## src/rtl/assert_macros.svh

```systemverilog
// Assertion macros for the RTL file that carries checks
`ifndef ASSERT_MACROS_SVH
`define ASSERT_MACROS_SVH

// Check a property at every rising clock edge outside reset
`define LLS_ASSERT(label, prop, msg) \
  label: assert property (@(posedge clk) disable iff (!rst_n) (prop)) \
    else $error(msg);

// Check an implication whose consequent is checked in the cycle after the antecedent
`define LLS_ASSERT_NEXT(label, ante, cons, msg) \
  label: assert property (@(posedge clk) disable iff (!rst_n) (ante) |=> (cons)) \
    else $error(msg);

`endif

```

## src/rtl/lls_pkg.sv

```systemverilog
// Package: widths, keyword patterns, class codes and the result type
`default_nettype none

package lls_pkg;

  localparam int COUNT_WIDTH = 64;   // counter width, 16 to 64
  localparam int OUT_CW      = 64;   // width of the reported totals
  localparam int NUM_KIND    = 5;
  localparam int HIST_BYTES  = 4;

  localparam logic [2:0] KIND_ERROR = 3'd0;
  localparam logic [2:0] KIND_WARN  = 3'd1;
  localparam logic [2:0] KIND_INFO  = 3'd2;
  localparam logic [2:0] KIND_DEBUG = 3'd3;
  localparam logic [2:0] KIND_OTHER = 3'd4;

  localparam logic [7:0] BYTE_NL   = 8'h0A;
  localparam logic [7:0] BYTE_ZERO = 8'h00;

  localparam logic [39:0] KW_ERROR = 40'h4552524F52;
  localparam logic [39:0] KW_FATAL = 40'h464154414C;
  localparam logic [23:0] KW_ERR   = 24'h457272;
  localparam logic [31:0] KW_WARN  = 32'h5741524E;
  localparam logic [31:0] KW_INFO  = 32'h494E464F;
  localparam logic [39:0] KW_DEBUG = 40'h4445425547;

  typedef logic [COUNT_WIDTH-1:0] count_t;

  typedef struct packed {
    logic [2:0]                         line_kind;
    logic [NUM_KIND-1:0][OUT_CW-1:0]    totals;
    logic                               final_result;
  } result_t;

  // Highest-priority class among the flags (bit0 error .. bit3 debug)
  function automatic logic [2:0] line_class(input logic [3:0] seen);
    logic [2:0] k;
    if (seen[0])      k = KIND_ERROR;
    else if (seen[1]) k = KIND_WARN;
    else if (seen[2]) k = KIND_INFO;
    else if (seen[3]) k = KIND_DEBUG;
    else              k = KIND_OTHER;
    return k;
  endfunction

endpackage

`default_nettype wire

```

## src/rtl/lls_if.sv

```systemverilog
// Stream interfaces for the byte input and the line result channels
`default_nettype none

interface lls_in_if;
  logic       valid;
  logic       ready;
  logic [7:0] data_byte;
  logic       stream_end;

  modport source (output valid, output data_byte, output stream_end, input ready);
  modport sink   (input valid, input data_byte, input stream_end, output ready);
endinterface

interface lls_out_if;
  logic        valid;
  logic        ready;
  logic [2:0]  line_kind;
  logic [63:0] error_total;
  logic [63:0] warn_total;
  logic [63:0] info_total;
  logic [63:0] debug_total;
  logic [63:0] other_total;
  logic        final_result;

  modport source (output valid, output line_kind, output error_total, output warn_total,
                  output info_total, output debug_total, output other_total,
                  output final_result, input ready);
  modport sink   (input valid, input line_kind, input error_total, input warn_total,
                  input info_total, input debug_total, input other_total,
                  input final_result, output ready);
endinterface

`default_nettype wire

```

## src/rtl/lls_byte_cell.sv

```systemverilog
// One byte of the line history shift chain
`default_nettype none

module lls_byte_cell
  import lls_pkg::*;
(
  input  wire logic       clk,
  input  wire logic       rst_n,
  input  wire logic       shift_en,
  input  wire logic       clear,
  input  wire logic [7:0] d,
  output logic [7:0]      q
);

  logic [7:0] byte_r;
  logic [7:0] byte_nxt;

  always_comb begin
    byte_nxt = byte_r;
    if (clear) begin
      byte_nxt = BYTE_ZERO;
    end else if (shift_en) begin
      byte_nxt = d;
    end
  end

  always_ff @(posedge clk) begin
    if (!rst_n) begin
      byte_r <= BYTE_ZERO;
    end else begin
      byte_r <= byte_nxt;
    end
  end

  assign q = byte_r;

endmodule

`default_nettype wire

```

## src/rtl/lls_count_cell.sv

```systemverilog
// Saturating line counter for one class
`default_nettype none

module lls_count_cell
  import lls_pkg::*;
(
  input  wire logic clk,
  input  wire logic rst_n,
  input  wire logic inc,
  output count_t    count_nxt
);

  count_t count_r;

  // hold at all ones
  assign count_nxt = (inc && (count_r != {COUNT_WIDTH{1'b1}}))
                     ? count_r + COUNT_WIDTH'(1) : count_r;

  always_ff @(posedge clk) begin
    if (!rst_n) begin
      count_r <= '0;
    end else begin
      count_r <= count_nxt;
    end
  end

endmodule

`default_nettype wire

```

## src/rtl/log_line_severity_counter_unit.sv

```systemverilog
// Top level: log line classifier with saturating per-class line counts
//
//  channel  | dir | handshake        | payload
//  ---------+-----+------------------+------------------------------------------
//  in_ch    | in  | valid / ready    | data_byte[7:0], stream_end
//  out_ch   | out | valid / ready    | line_kind[2:0], five 64-bit totals,
//           |     |                  | final_result
//
//  One byte is taken every cycle while in_ch.ready is high; its keyword matches,
//  history shift and counter bump complete in the cycle of the transfer.
//  A line result is registered to out_ch, or to the spare slot if it stalls.
//  Results go into a two-slot output buffer; in_ch.ready drops only while both
//  slots hold results, so one stalled result does not block the input.
//  Synchronous active-low reset clears history, flags, counts and the buffer.
`default_nettype none

`include "assert_macros.svh"

module log_line_severity_counter_unit
  import lls_pkg::*;
(
  input  wire logic  clk,
  input  wire logic  rst_n,
  lls_in_if.sink     in_ch,
  lls_out_if.source  out_ch
);

  // ---------------------------------------------------------------- input side
  logic       in_xfer;
  logic [7:0] in_byte;
  logic       is_nl;
  logic       is_zero;
  logic       line_end;
  logic       do_match;

  logic       skid_vld_r;
  logic       in_ready_w;

  assign in_ready_w = !skid_vld_r;
  assign in_ch.ready = in_ready_w;
  assign in_xfer  = in_ch.valid && in_ready_w;
  assign in_byte  = in_ch.data_byte;
  assign is_nl    = (in_byte == BYTE_NL);
  assign is_zero  = (in_byte == BYTE_ZERO);
  assign line_end = is_nl || in_ch.stream_end;

  logic       zero_seen_r;
  logic       zero_seen_nxt;
  logic [3:0] kw_seen_r;
  logic [3:0] kw_seen_nxt;

  assign do_match = !zero_seen_r && !is_zero && !is_nl;

  // ------------------------------------------------------- history cell chain
  logic [HIST_BYTES-1:0][7:0] hist;
  logic                       hist_clear;
  logic                       hist_shift;

  assign hist_clear = in_xfer && line_end;
  assign hist_shift = in_xfer && do_match;

  for (genvar i = 0; i < HIST_BYTES; i++) begin : g_hist
    logic [7:0] d_in;
    if (i == 0) begin : g_head
      assign d_in = in_byte;
    end else begin : g_link
      assign d_in = hist[i-1];
    end
    lls_byte_cell u_cell (
      .clk      (clk),
      .rst_n    (rst_n),
      .shift_en (hist_shift),
      .clear    (hist_clear),
      .d        (d_in),
      .q        (hist[i])
    );
  end

  // ------------------------------------------------------------ keyword match
  logic [39:0] win;
  logic [3:0]  hits;
  logic [3:0]  seen_now;
  logic [2:0]  kind;

  assign win = {hist[3], hist[2], hist[1], hist[0], in_byte};

  always_comb begin
    hits    = '0;
    hits[0] = (win == KW_ERROR) || (win == KW_FATAL) || (win[23:0] == KW_ERR);
    hits[1] = (win[31:0] == KW_WARN);
    hits[2] = (win[31:0] == KW_INFO);
    hits[3] = (win == KW_DEBUG);
    if (!do_match) begin
      hits = '0;
    end
  end

  assign seen_now = kw_seen_r | hits;
  assign kind     = line_class(seen_now);

  always_comb begin
    kw_seen_nxt   = kw_seen_r;
    zero_seen_nxt = zero_seen_r;
    if (in_xfer) begin
      if (line_end) begin
        kw_seen_nxt   = '0;
        zero_seen_nxt = 1'b0;
      end else begin
        kw_seen_nxt   = seen_now;
        zero_seen_nxt = zero_seen_r || is_zero;
      end
    end
  end

  always_ff @(posedge clk) begin
    if (!rst_n) begin
      kw_seen_r   <= '0;
      zero_seen_r <= 1'b0;
    end else begin
      kw_seen_r   <= kw_seen_nxt;
      zero_seen_r <= zero_seen_nxt;
    end
  end

  // ------------------------------------------------------------ counter cells
  logic    res_vld;
  result_t res;
  count_t  cnt [NUM_KIND];

  assign res_vld = in_xfer && line_end;

  for (genvar k = 0; k < NUM_KIND; k++) begin : g_cnt
    lls_count_cell u_cnt (
      .clk       (clk),
      .rst_n     (rst_n),
      .inc       (res_vld && (kind == 3'(k))),
      .count_nxt (cnt[k])
    );
    assign res.totals[k] = OUT_CW'(cnt[k]);
  end

  assign res.line_kind    = kind;
  assign res.final_result = in_ch.stream_end;

  // ------------------------------------------------------ two-slot out buffer
  logic    out_vld_r;
  logic    out_vld_nxt;
  result_t out_data_r;
  result_t out_data_nxt;
  logic    skid_vld_nxt;
  result_t skid_data_r;
  result_t skid_data_nxt;
  logic    out_free;

  assign out_free = !out_vld_r || out_ch.ready;

  always_comb begin
    out_vld_nxt   = out_vld_r;
    out_data_nxt  = out_data_r;
    skid_vld_nxt  = skid_vld_r;
    skid_data_nxt = skid_data_r;
    if (out_free) begin
      // advance the waiting result first; input is held while it waits
      if (skid_vld_r) begin
        out_vld_nxt  = 1'b1;
        out_data_nxt = skid_data_r;
        skid_vld_nxt = 1'b0;
      end else begin
        out_vld_nxt  = res_vld;
        out_data_nxt = res;
      end
    end else if (res_vld) begin
      skid_vld_nxt  = 1'b1;
      skid_data_nxt = res;
    end
  end

  always_ff @(posedge clk) begin
    if (!rst_n) begin
      out_vld_r  <= 1'b0;
      skid_vld_r <= 1'b0;
    end else begin
      out_vld_r  <= out_vld_nxt;
      skid_vld_r <= skid_vld_nxt;
    end
  end

  always_ff @(posedge clk) begin
    out_data_r  <= out_data_nxt;
    skid_data_r <= skid_data_nxt;
  end

  assign out_ch.valid        = out_vld_r;
  assign out_ch.line_kind    = out_data_r.line_kind;
  assign out_ch.error_total  = out_data_r.totals[KIND_ERROR];
  assign out_ch.warn_total   = out_data_r.totals[KIND_WARN];
  assign out_ch.info_total   = out_data_r.totals[KIND_INFO];
  assign out_ch.debug_total  = out_data_r.totals[KIND_DEBUG];
  assign out_ch.other_total  = out_data_r.totals[KIND_OTHER];
  assign out_ch.final_result = out_data_r.final_result;

  // --------------------------------------------------------------- assertions
  `LLS_ASSERT(a_skid_behind_out, !skid_vld_r || out_vld_r, "skid slot full while output empty")
  `LLS_ASSERT_NEXT(a_line_clears, in_xfer && line_end, (kw_seen_r == 4'd0) && !zero_seen_r, "line state not cleared at line end")
  `LLS_ASSERT_NEXT(a_result_kept, out_vld_r && !out_ch.ready, out_vld_r, "stalled result dropped")
  `LLS_ASSERT(a_kind_valid, !out_vld_r || (out_data_r.line_kind <= KIND_OTHER), "line kind out of range")

endmodule

`default_nettype wire

```

## src/flat_wrapper.sv

```systemverilog
// flat-port wrapper written by rule: the top's interface ports become plain ports
module log_line_severity_counter_unit_flat import lls_pkg::*;
  (clk, rst_n, in_ch_valid, in_ch_data_byte, in_ch_stream_end, in_ch_ready, out_ch_valid, out_ch_line_kind, out_ch_error_total, out_ch_warn_total, out_ch_info_total, out_ch_debug_total, out_ch_other_total, out_ch_final_result, out_ch_ready);
  lls_in_if in_ch_i ();
  lls_out_if out_ch_i ();
  input  wire logic clk;
  input  wire logic rst_n;
  input wire logic [$bits(in_ch_i.valid)-1:0] in_ch_valid;
  input wire logic [$bits(in_ch_i.data_byte)-1:0] in_ch_data_byte;
  input wire logic [$bits(in_ch_i.stream_end)-1:0] in_ch_stream_end;
  output wire logic [$bits(in_ch_i.ready)-1:0] in_ch_ready;
  output wire logic [$bits(out_ch_i.valid)-1:0] out_ch_valid;
  output wire logic [$bits(out_ch_i.line_kind)-1:0] out_ch_line_kind;
  output wire logic [$bits(out_ch_i.error_total)-1:0] out_ch_error_total;
  output wire logic [$bits(out_ch_i.warn_total)-1:0] out_ch_warn_total;
  output wire logic [$bits(out_ch_i.info_total)-1:0] out_ch_info_total;
  output wire logic [$bits(out_ch_i.debug_total)-1:0] out_ch_debug_total;
  output wire logic [$bits(out_ch_i.other_total)-1:0] out_ch_other_total;
  output wire logic [$bits(out_ch_i.final_result)-1:0] out_ch_final_result;
  input wire logic [$bits(out_ch_i.ready)-1:0] out_ch_ready;
  assign in_ch_i.valid = in_ch_valid;
  assign in_ch_i.data_byte = in_ch_data_byte;
  assign in_ch_i.stream_end = in_ch_stream_end;
  assign in_ch_ready = in_ch_i.ready;
  assign out_ch_valid = out_ch_i.valid;
  assign out_ch_line_kind = out_ch_i.line_kind;
  assign out_ch_error_total = out_ch_i.error_total;
  assign out_ch_warn_total = out_ch_i.warn_total;
  assign out_ch_info_total = out_ch_i.info_total;
  assign out_ch_debug_total = out_ch_i.debug_total;
  assign out_ch_other_total = out_ch_i.other_total;
  assign out_ch_final_result = out_ch_i.final_result;
  assign out_ch_i.ready = out_ch_ready;
  log_line_severity_counter_unit u_core (.clk(clk), .rst_n(rst_n), .in_ch(in_ch_i), .out_ch(out_ch_i));
endmodule
```

## config.mk

```make
export PLATFORM = sky130hd
export DESIGN_NAME = log_line_severity_counter_unit_flat
export DESIGN_NICKNAME = d
export VERILOG_FILES = /design/src/rtl/lls_pkg.sv /design/src/rtl/lls_if.sv /design/src/rtl/lls_byte_cell.sv /design/src/rtl/lls_count_cell.sv /design/src/rtl/log_line_severity_counter_unit.sv /design/src/flat_wrapper.sv
export VERILOG_INCLUDE_DIRS = /design/src /design/src/rtl
export SDC_FILE = /design/constraint.sdc
export NUM_CORES = 2
export LEC_CHECK = 0
export ABC_AREA = 1
export BUFFER_PORTS_ARGS = -buffer_cell sky130_fd_sc_hd__buf_4
export CAP_MARGIN = 5
export CELL_PAD_IN_SITES_DETAIL_PLACEMENT = 1
export CELL_PAD_IN_SITES_GLOBAL_PLACEMENT = 1
export CORE_MARGIN = 1.5
export CORE_UTILIZATION = 46
export DETAILED_ROUTE_END_ITERATION = 6
export PLACE_DENSITY_LB_ADDON = 0.1
export SYNTH_ARGS = -nofsm -noshare
export SYNTH_HDL_FRONTEND = slang
export SYNTH_SLANG_ARGS = --single-unit
```

## constraint.sdc

```tcl
create_clock -name clk -period 54.7 [get_ports clk]
set_input_delay 0 -clock clk [delete_from_list [all_inputs] [get_ports clk]]
set_output_delay 0 -clock clk [all_outputs]
set_load 0.03 [all_outputs]
```

==> metrics.txt <==
status finished clean; Worst Slack Setup Final 50.16 ns; final cell count without fillers 7437; all-layer global routing usage ~29%; Multi-input gate area 18200 um2; Mean Syn Cell Area between 8 and 9 um2; dominant synthesized flop cell edfxtp_1; worst skew pair latency between 0.7 and 0.8 ns; Detail Placement HPWL 113000 um; reg2reg start u_core.skid_vld_r$_SDFFE_PP0P_; FF/Latch Area between 20000 and 30000 um2; Design Power 0.00163 W; Sink Count around 1000; final count of pins violating max slew 0; Synth Register Bits between 1000 and 1500; cts repair resizes 0; hold endpoint u_core.skid_data_r[0]$_DFFE_PP_; Initial Util between 40% and 50%; CTS Buf Count 106; Routed WL per cell roughly 21 um; Post-synth EDFFs 648; Hold Crit Class in -> reg; Setup violations, final 0; CTS tree built; GP Congestion 0.955; via count approximately 39000; post-route antenna net violation count 0; IO Pins between 300 and 400; Via density 5.27; largest net degree at the start of global routing 220; Pre-antenna DRT Iters 7; Worst setup SP type register; Post-Route Setup TNS 0 ns; leading cell type in the layout, fill and taps excluded nand2_1; chip height 327 um; wire length on met1 67900 um; setup bufs post-CTS 0; Worst VDD drop approximately 0.000022 V; R2R Path End u_core.out_ch.warn_total[37]$_DFFE_PP_; most frequent cells in the layout nand2_1 (1811), edfxtp_1 (648), nor2_1 (583); I/O Buffers roughly 340; core area 104000 um2; clock skew around 0.025 ns; met2 wire length between 70000 and 80000 um; Congestion Overflow GR 0; worst slew pin tran approximately 1.1 ns; placed insts approximately 7200; Clock transition at path regs roughly 0.060 ns; ANT cells 0; WL final approximately 150000 um; initial antenna violation count 0; RSZ-0062 raised after global routing false; crit path max fanout 88; pwr/cell area between 20 and 30 nW/um2; routed wl met3 slightly below 6000 um; first-pass GRT wire length 239000 um; leakage dissipation between 20 and 25 nW; Required @ worst endpoint about 55 ns; violation count after the first detailed-route iteration about 2600; Synthesized Nets 5690; Synth Instances between 5000 and 6000; Max Cap Viol 0; flop-to-flop setup slack roughly 50 ns; hold path depth 2; number of global-route vias before repair slightly above 40000; WP data arrival 5.09 ns; synthesized area approximately 48000 um2; synthesis-to-finish area growth 15.1%; category of the most critical setup path reg -> reg; root buffer selected by CTS clkbuf_16; synth unique cells 44; Crit. End Element register; fmax ~220 MHz; Worst Reg-to-Reg Cells 13; Max clock buf depth 3; sequential share of the synthesized area around 55%; ys async rst share 0%; worst slack, placed roughly 50 ns; NumNets Final around 6000; H-tree levels 3; post-layout util 53.5%; hold_sp in_ch_stream_end; Die W 327 um; fin crit share under 10%; placement row count between 100 and 150; DR top layer met4; Max-Slew Margin vs Limit 24.7%; fillers around 12000; Residual DRC 0; Final Hold Viols 0; Yosys Warn Count 0; share of layout cells above drive strength 1 between 10% and 20%; die area roughly 110000 um2; Final min period between 4 and 5 ns
power breakdown:
| group | internal, W | total (W) | switching [W] |
|---|---|---|---|
| Clock | 0.000422 | 0.000737 | 0.000314 |
| Combinational | 0.0000173 | 0.0000634 | 0.0000461 |
| Sequential | 0.000818 | 0.000826 | 0.00000795 |
flip-flops by register name (all words and copies together), names as in the netlist:
register,count
u_core.g_cnt.u_cnt.count_r,320
u_core.out_ch.warn_total,64
u_core.kw_seen_r,4
u_core.skid_vld_r,1
u_core.out_ch.final_result,1
u_core.out_ch.line_kind,3
u_core.out_ch.info_total,64
u_core.zero_seen_r,1
u_core.skid_data_r,324
u_core.out_ch.error_total,64
u_core.g_hist.u_cell.q,32
u_core.out_ch.other_total,64
u_core.out_ch.debug_total,64
u_core.out_ch.valid,1
Yosys cell counts, types with 91 or more instances:
cell,instances,share of area (%)
clkbuf_1,108,0.84
edfxtp_1,648,40
dfxtp_1,359,15
inv_2,118,0.92
nand4_1,132,1.7
a21oi_1,168,1.7
o21ai_1,91,0.95
inv_1,523,4.1
xor2_1,223,4.1
o21ai_2,117,2.1
nor2_1,585,4.6
nand2_1,1813,14
nand3_1,255,2.6
nor3_1,173,1.8
layout make-up:
class,instances,area share (%)
multi-input combinational,3831,32.9
tap,1380,3.11
clock inverter,53,1.02
inverter,641,4.37
timing repair buffer,378,5.24
clock buffer,147,5.33
sequential,1007,48.0
worst max-delay path, stage by stage, from the launching register on:
cell,delay (ns)
dfxtp_4,0.37
inv_8,0.45
nand2_1,0.37
a21oi_4,0.20
buf_4,0.36
inv_2,0.11
nor2_1,0.16
nand3_2,0.42
inv_4,0.58
buf_4,0.75
nand2_1,0.15
o21ai_2,0.13
nand2_1,0.09
nand2_1,0.10
stage by stage:
step / cell area, um2 / hold slack [ns]
2_1_floorplan: 48200 / 0.0989
3_3_place_gp: 51800 / 0.256
3_5_place_dp: 51800 / 0.255
4_1_cts: 55500 / 0.0565
5_1_grt: 55500 / 0.0863
6_report: 55500 / 0.115
how the worst max path moves through the flow:
stage                                          start                                      to  slack, ns  depth (start not counted)
floorplan           u_core.out_ch.valid$_SDFFE_PN0P_         u_core.skid_data_r[0]$_DFFE_PP_      14.79                          2
global placement      u_core.skid_vld_r$_SDFFE_PP0P_       u_core.skid_data_r[269]$_DFFE_PP_      50.31                          8
detailed placement    u_core.skid_vld_r$_SDFFE_PP0P_  u_core.out_ch.warn_total[36]$_DFFE_PP_      50.14                         13
CTS                   u_core.skid_vld_r$_SDFFE_PP0P_  u_core.out_ch.warn_total[36]$_DFFE_PP_      50.12                         13
global route          u_core.skid_vld_r$_SDFFE_PP0P_  u_core.out_ch.warn_total[43]$_DFFE_PP_      49.76                         13
finish                u_core.skid_vld_r$_SDFFE_PP0P_  u_core.out_ch.warn_total[37]$_DFFE_PP_      50.16                         13
kinds of logic after synthesis:
family / Yosys count / synth area share [%]
flops: 1007 / 55.3
buf+inv: 834 / 6.90
xor+xnor: 293 / 5.33
fa+ha+maj: 5 / 0.130
compound gates: 462 / 5.77
simple gates: 3071 / 26.6
timing repair:
| item | CTS | global route |
|---|---|---|
| endpoints found under the hold margin | 151 | 0 |
| hold buffers | 12 | 0 |
| endpoints found under the setup margin | 0 | 0 |
layer usage:
layer	vias to the layer above	GRT usage (%)
met1	19300	37.7
met2	705	49.4
li1	19000	-
met3	227	3.93
met4	0	8.32
met5	-	0
Power figures use the tool's default switching activity.
